===== config.mk =====
export PLATFORM = sky130hd
export DESIGN_NAME = rtlu_ctrl
export DESIGN_NICKNAME = d
export VERILOG_FILES = /design/src/hw/rtl/rtlu_pkg.sv /design/src/hw/rtl/rtlu_ctrl.sv
export SDC_FILE = /design/constraint.sdc
export NUM_CORES = 1
export LEC_CHECK = 0
export BUFFER_PORTS_ARGS = -buffer_cell sky130_fd_sc_hd__buf_2
export CAP_MARGIN = 0
export CORE_AREA = 2 2 39 41
export DETAILED_ROUTE_END_ITERATION = 8
export DIE_AREA = 0 0 41 43
export PLACE_DENSITY = 0.3
export SLEW_MARGIN = 40
export SYNTH_ARGS = -nofsm -noshare
export SYNTH_HDL_FRONTEND = slang
export SYNTH_SLANG_ARGS = --single-unit

===== constraint.sdc =====
create_clock -name clk -period 0.93 [get_ports clk]
set_input_delay 0.0465 -clock clk [delete_from_list [all_inputs] [get_ports clk]]
set_output_delay 0.0465 -clock clk [all_outputs]
set_load 0.05 [all_outputs]

===== src/hw/rtl/rtlu_pkg.sv =====
// rtlu_pkg: shared types, codes and helpers for the recent tag list unit
// no dependencies; imported by rtlu_ctrl, rtlu_datapath and recent_tag_list_unit
`timescale 1ns / 1ps

package rtlu_pkg;

    localparam int unsigned LIST_DEPTH_DEF = 16;
    localparam int unsigned ID_BYTES_DEF   = 8;

    // operation codes
    localparam logic [2:0] OP_INSERT  = 3'd0;
    localparam logic [2:0] OP_DEL_POS = 3'd1;
    localparam logic [2:0] OP_DEL_KEY = 3'd2;
    localparam logic [2:0] OP_CLEAR   = 3'd3;
    localparam logic [2:0] OP_READ    = 3'd4;

    // status codes
    localparam logic [1:0] ST_OK        = 2'd0;
    localparam logic [1:0] ST_NOT_FOUND = 2'd1;
    localparam logic [1:0] ST_RANGE     = 2'd2;

    localparam logic [4:0] COUNT_MAX = 5'd31;

    typedef struct packed {
        logic [2:0]  op;
        logic [3:0]  position;
        logic [63:0] tag_id;
        logic [63:0] date_stamp;
        logic        error_mark;
    } req_t;

    typedef struct packed {
        logic [1:0]  status;
        logic [4:0]  entry_count;
        logic [63:0] read_tag_id;
        logic [63:0] read_date_stamp;
        logic        read_error_mark;
    } rsp_t;

    typedef enum logic [1:0] {
        S_IDLE,
        S_EXEC,
        S_FINISH
    } ctrl_state_t;

    // commands from controller to datapath
    typedef struct packed {
        logic load;
        logic exec;
        logic finish;
    } ctrl_cmd_t;

    // cut an id to nbytes bytes and clear everything from the first zero byte on
    function automatic logic [63:0] norm_id(input logic [63:0] v, input int unsigned nbytes);
        logic [63:0] r;
        logic        run;
        r   = '0;
        run = 1'b1;
        for (int b = 0; b < 8; b++) begin
            if (b >= nbytes || v[8*b +: 8] == 8'h00) begin
                run = 1'b0;
            end
            if (run) begin
                r[8*b +: 8] = v[8*b +: 8];
            end
        end
        return r;
    endfunction

endpackage


===== src/hw/rtl/rtlu_ctrl.sv =====
// rtlu_ctrl: sequencer for the recent tag list unit
// depends on rtlu_pkg; drives the command struct of rtlu_datapath
`timescale 1ns / 1ps

module rtlu_ctrl
    import rtlu_pkg::*;
(
    input  logic      clk,
    input  logic      rst_n,
    input  logic      req_valid,
    output logic      req_ready,
    output logic      rsp_valid,
    input  logic      rsp_ready,
    output ctrl_cmd_t cmd
);

    ctrl_state_t state_reg;
    ctrl_state_t state_next;
    logic        rsp_valid_reg;
    logic        rsp_valid_next;
    logic        out_free;

    assign out_free  = !rsp_valid_reg || rsp_ready;
    assign rsp_valid = rsp_valid_reg;

    // next state
    always_comb
    begin
        state_next = state_reg;
        unique case (state_reg)
            S_IDLE:
            begin
                if (req_valid)
                begin
                    state_next = S_EXEC;
                end
            end
            S_EXEC:
            begin
                state_next = S_FINISH;
            end
            S_FINISH:
            begin
                if (out_free)
                begin
                    state_next = req_valid ? S_EXEC : S_IDLE;
                end
            end
            default:
            begin
                state_next = S_IDLE;
            end
        endcase
    end

    // outputs
    always_comb
    begin
        req_ready  = 1'b0;
        cmd.exec   = 1'b0;
        cmd.finish = 1'b0;
        unique case (state_reg)
            S_IDLE:
            begin
                req_ready = 1'b1;
            end
            S_EXEC:
            begin
                cmd.exec = 1'b1;
            end
            S_FINISH:
            begin
                cmd.finish = out_free;
                req_ready  = out_free;
            end
            default:
            begin
                req_ready = 1'b0;
            end
        endcase
        cmd.load = req_valid && req_ready;
    end

    always_comb
    begin
        rsp_valid_next = rsp_valid_reg;
        if (cmd.finish)
        begin
            rsp_valid_next = 1'b1;
        end
        else if (rsp_ready)
        begin
            rsp_valid_next = 1'b0;
        end
    end

    always_ff @(posedge clk or negedge rst_n)
    begin
        if (!rst_n)
        begin
            state_reg     <= S_IDLE;
            rsp_valid_reg <= 1'b0;
        end
        else
        begin
            state_reg     <= state_next;
            rsp_valid_reg <= rsp_valid_next;
        end
    end

endmodule


==> metrics.txt <==
# TYPE chip_impl_metric gauge
chip_impl_info{name="run_status",value="finished, violations left"} 1
chip_impl_info{name="violated_checks",value="negative setup slack"} 1
chip_impl_metric{name="timing_worst_slew_pin_value",unit="ns"} 0.221
chip_impl_info{name="critical_path.endpoint_type",value="primary output"} 1
chip_impl_metric{name="antenna_cells",unit=""} 0
chip_impl_metric{name="numCtsBuffers",unit=""} 3
chip_impl_metric{name="flow.area_growth_from_synthesis",unit="%"} 150
chip_impl_info{name="timing.hold.worst.class",value="in2async"} 1
chip_impl_metric{name="place.port_buffers",unit=""} 8
chip_impl_metric{name="synth_area",unit="µm²"} 154
chip_impl_metric{name="fraction_of_final_layout_cells_with_drive_strength_greater_than_1",unit=""} 0.818
chip_impl_info{name="rsz_0062_raised_after_global_routing",value="yes"} 1
chip_impl_metric{name="post_layout_inst_area",unit="µm²"} 385
chip_impl_metric{name="drt-wirelength-per-cell",unit="µm"} 8.53
chip_impl_info{name="worstSetupPathType",value="reg2out"} 1
chip_impl_metric{name="timing.final.crit_share",unit=""} 1.19
chip_impl_metric{name="vias",unit=""} 165
chip_impl_metric{name="final_max_slew_viol_count",unit=""} 0
chip_impl_metric{name="cts_buffer_depth",unit=""} 2
chip_impl_metric{name="hold-worst-slack",unit="ns"} 0.129
chip_impl_metric{name="hpwlAfterDp",unit="µm"} 301
chip_impl_metric{name="max_clock_freq",unit="GHz"} 0.900
chip_impl_info{name="post_synth_main_area_contributors",value="sky130_fd_sc_hd__dfrtp_1, sky130_fd_sc_hd__nand2b_1, sky130_fd_sc_hd__a21oi_1, sky130_fd_sc_hd__buf_4, sky130_fd_sc_hd__nor2b_2"} 1
chip_impl_metric{name="gp_routability_congestion",unit=""} 0.678
chip_impl_metric{name="synth_fp_nets",unit=""} 20
chip_impl_metric{name="drt_drc_violations_left",unit=""} 0
chip_impl_metric{name="avgSynthCellArea",unit="µm²"} 9.62
chip_impl_metric{name="synth-seq-cells",unit=""} 3
chip_impl_metric{name="routed_wl",unit="µm"} 418
chip_impl_metric{name="number_of_standard_cells_in_the_final_layout_excluding_fillers",unit=""} 49
chip_impl_metric{name="ff2ff_setup_slack",unit="ns"} -0.06
chip_impl_metric{name="start_util",unit=""} 0.111
chip_impl_info{name="ctsRootBufferMaster",value="sky130_fd_sc_hd__clkbuf_4"} 1
chip_impl_metric{name="number_of_global_route_vias_before_repair",unit=""} 169
chip_impl_metric{name="violation_count_after_the_first_detailed_routing_iteration",unit=""} 0
chip_impl_metric{name="yosys_warnings",unit=""} 0
chip_impl_metric{name="placed_cells_incl_taps",unit=""} 42
chip_impl_metric{name="cts_sinks",unit=""} 3
chip_impl_metric{name="via_count_normalized_by_instance_count",unit=""} 3.37
chip_impl_metric{name="cap_viol_max_count",unit=""} 0
chip_impl_metric{name="critPathMaxFanout",unit=""} 4
chip_impl_metric{name="largest_register_ffs",unit=""} 2
chip_impl_metric{name="grt.overflow.total",unit=""} 0
chip_impl_metric{name="yosysTopAreaCellShare",unit=""} 0.488
chip_impl_metric{name="die_area",unit="µm²"} 1760
chip_impl_metric{name="rr_worst_depth",unit=""} 4
chip_impl_metric{name="post_synth_inst_count",unit=""} 16
chip_impl_metric{name="clk_pin_slew_worst_paths",unit="ns"} 0.04
chip_impl_metric{name="cp.arrival",unit="ns"} 1.06
chip_impl_metric{name="pwr_dens",unit="nW/µm²"} 1930
chip_impl_info{name="mostFrequentLayoutCells",value="sky130_fd_sc_hd__buf_6, sky130_fd_sc_hd__buf_4, sky130_fd_sc_hd__nand2b_4, sky130_fd_sc_hd__clkbuf_4, sky130_fd_sc_hd__buf_2"} 1
chip_impl_metric{name="finish.net_count",unit=""} 38
chip_impl_metric{name="report.final.setup_viol",unit=""} 6
chip_impl_info{name="tritoncts_clock_tree",value="yes"} 1
chip_impl_metric{name="clock_latency",unit="ns"} 0.23
chip_impl_metric{name="core_area",unit="µm²"} 1380
chip_impl_metric{name="fill_cells",unit=""} 159
chip_impl_metric{name="antenna_violations_before_repair",unit=""} 0
chip_impl_metric{name="dpl_worst_slack",unit="ns"} -0.0720
chip_impl_metric{name="total_leakage_power",unit="nW"} 0.178
chip_impl_metric{name="antenna_left",unit=""} 0
chip_impl_info{name="crit-reg2reg-launch",value="state_reg[0]"} 1
chip_impl_metric{name="hold_viol",unit=""} 0
chip_impl_metric{name="postPlaceCellArea",unit="µm²"} 258
chip_impl_info{name="synth.largest_area_cell",value="sky130_fd_sc_hd__dfrtp_1"} 1
chip_impl_metric{name="first_pass_iters",unit=""} 1
chip_impl_metric{name="final_period_minus_worst_setup_slack",unit="ns"} 1.11
chip_impl_metric{name="ys_types",unit=""} 9
chip_impl_metric{name="post-route-worst-setup-slack",unit="ns"} -0.181
chip_impl_metric{name="cts_max_level",unit=""} 1
chip_impl_metric{name="floorplan.die.height",unit="µm"} 43
chip_impl_metric{name="pin_count_of_the_biggest_net_entering_global_routing",unit=""} 6
chip_impl_metric{name="synth.yosys.seq_area_share",unit=""} 0.488
chip_impl_metric{name="die_x",unit="µm"} 41
chip_impl_metric{name="ioPinCount",unit=""} 9
chip_impl_metric{name="placementRows",unit=""} 14
chip_impl_metric{name="vdd_drop_max",unit="V"} 0.000545
chip_impl_metric{name="track_usage",unit=""} 0.0623
chip_impl_metric{name="critical_path_required",unit="ns"} 0.88
chip_impl_info{name="worst_r2r_endpoint",value="state_reg[0]"} 1
chip_impl_metric{name="max_slew_margin",unit=""} 0.853
chip_impl_info{name="layout_commonest_cell",value="sky130_fd_sc_hd__buf_6"} 1
chip_impl_metric{name="fin_worst_skew",unit="ns"} 0.000528
chip_impl_info{name="crit_path_start_kind",value="flop"} 1
chip_impl_metric{name="wire_length_of_the_first_global_routing_pass",unit="µm"} 634
==> metrics by stage <==
step | util | power (mW) | TNS (ns)
floorplan | - | 0.348 | -0.440
global placement | 0.186 | 0.405 | -0.216
finish | 0.278 | 0.742 | -0.839
CTS | 0.261 | 0.737 | -0.856
detailed placement | 0.186 | 0.405 | -0.178
global route | 0.278 | 0.789 | -1.15
==> final cells by class <==
type,instances,area [µm²],share of cell area
clock buffers,4,26.3,0.0682
multi-input cells,11,124,0.321
flip-flops and latches,3,77.6,0.201
well taps,16,20.0,0.0519
repair buffers,15,138,0.357
==> worst max-delay path by stage <==
stage	startpoint	endpoint	slack, ns	cells after the start
CTS	rsp_valid	req_ready	-0.19	3
detailed placement	state_reg[1]	cmd[0]	-0.07	3
floorplan	rsp_valid	cmd[2]	-0.13	2
finish	rsp_valid	cmd[2]	-0.18	3
global route	state_reg[0]	cmd[2]	-0.22	3
global placement	state_reg[1]	cmd[0]	-0.07	3
==> cell families after synthesis <==
family                 count (synthesis)  share of synthesized area
AOI/OAI and AO/OA                      4                      0.146
buffers and inverters                  2                     0.0975
DFF                                    3                      0.488
and+or+nand+nor                        7                      0.268
==> Yosys cell counts <==
master                     count
sky130_fd_sc_hd__nand2b_1      3
sky130_fd_sc_hd__dfrtp_1       3
sky130_fd_sc_hd__o21bai_1      1
sky130_fd_sc_hd__nor2b_2       1
sky130_fd_sc_hd__nand2_1       1
sky130_fd_sc_hd__a21oi_1       3
sky130_fd_sc_hd__nor2_1        1
sky130_fd_sc_hd__buf_4         2
sky130_fd_sc_hd__nor2b_1       1
==> critical path: stages (launching register included) <==
cell                      delay, ns
sky130_fd_sc_hd__dfrtp_2       0.39
sky130_fd_sc_hd__nor2b_4       0.16
sky130_fd_sc_hd__a21oi_4       0.12
sky130_fd_sc_hd__buf_6         0.17
==> layer usage <==
metal | global-route usage | wire, µm | share of wire
met1 | 0.0613 | 140 | 0.33
met2 | 0.0688 | 234 | 0.56
met3 | 0.0314 | 28 | 0.067
met4 | 0.100 | 14 | 0.033
met5 | 0 | 0 | 0
==> report_power, final <==
part / total (mW) / internal, mW / switching [mW]
logic: 0.337 / 0.160 / 0.176
clock network: 0.229 / 0.161 / 0.0678
registers: 0.177 / 0.152 / 0.0254
total: 0.742 / 0.473 / 0.269
==> what timing repair did <==
item / in CTS / in global routing
resized for setup: 17 / 3
endpoints found under the hold margin: 3 / 0
pin swaps: 1 / 2
setup buffers: 1 / 2
endpoints found under the setup margin: 7 / 8
hold buffers: 1 / 0
Note: power is estimated with default switching activity, not from simulation.
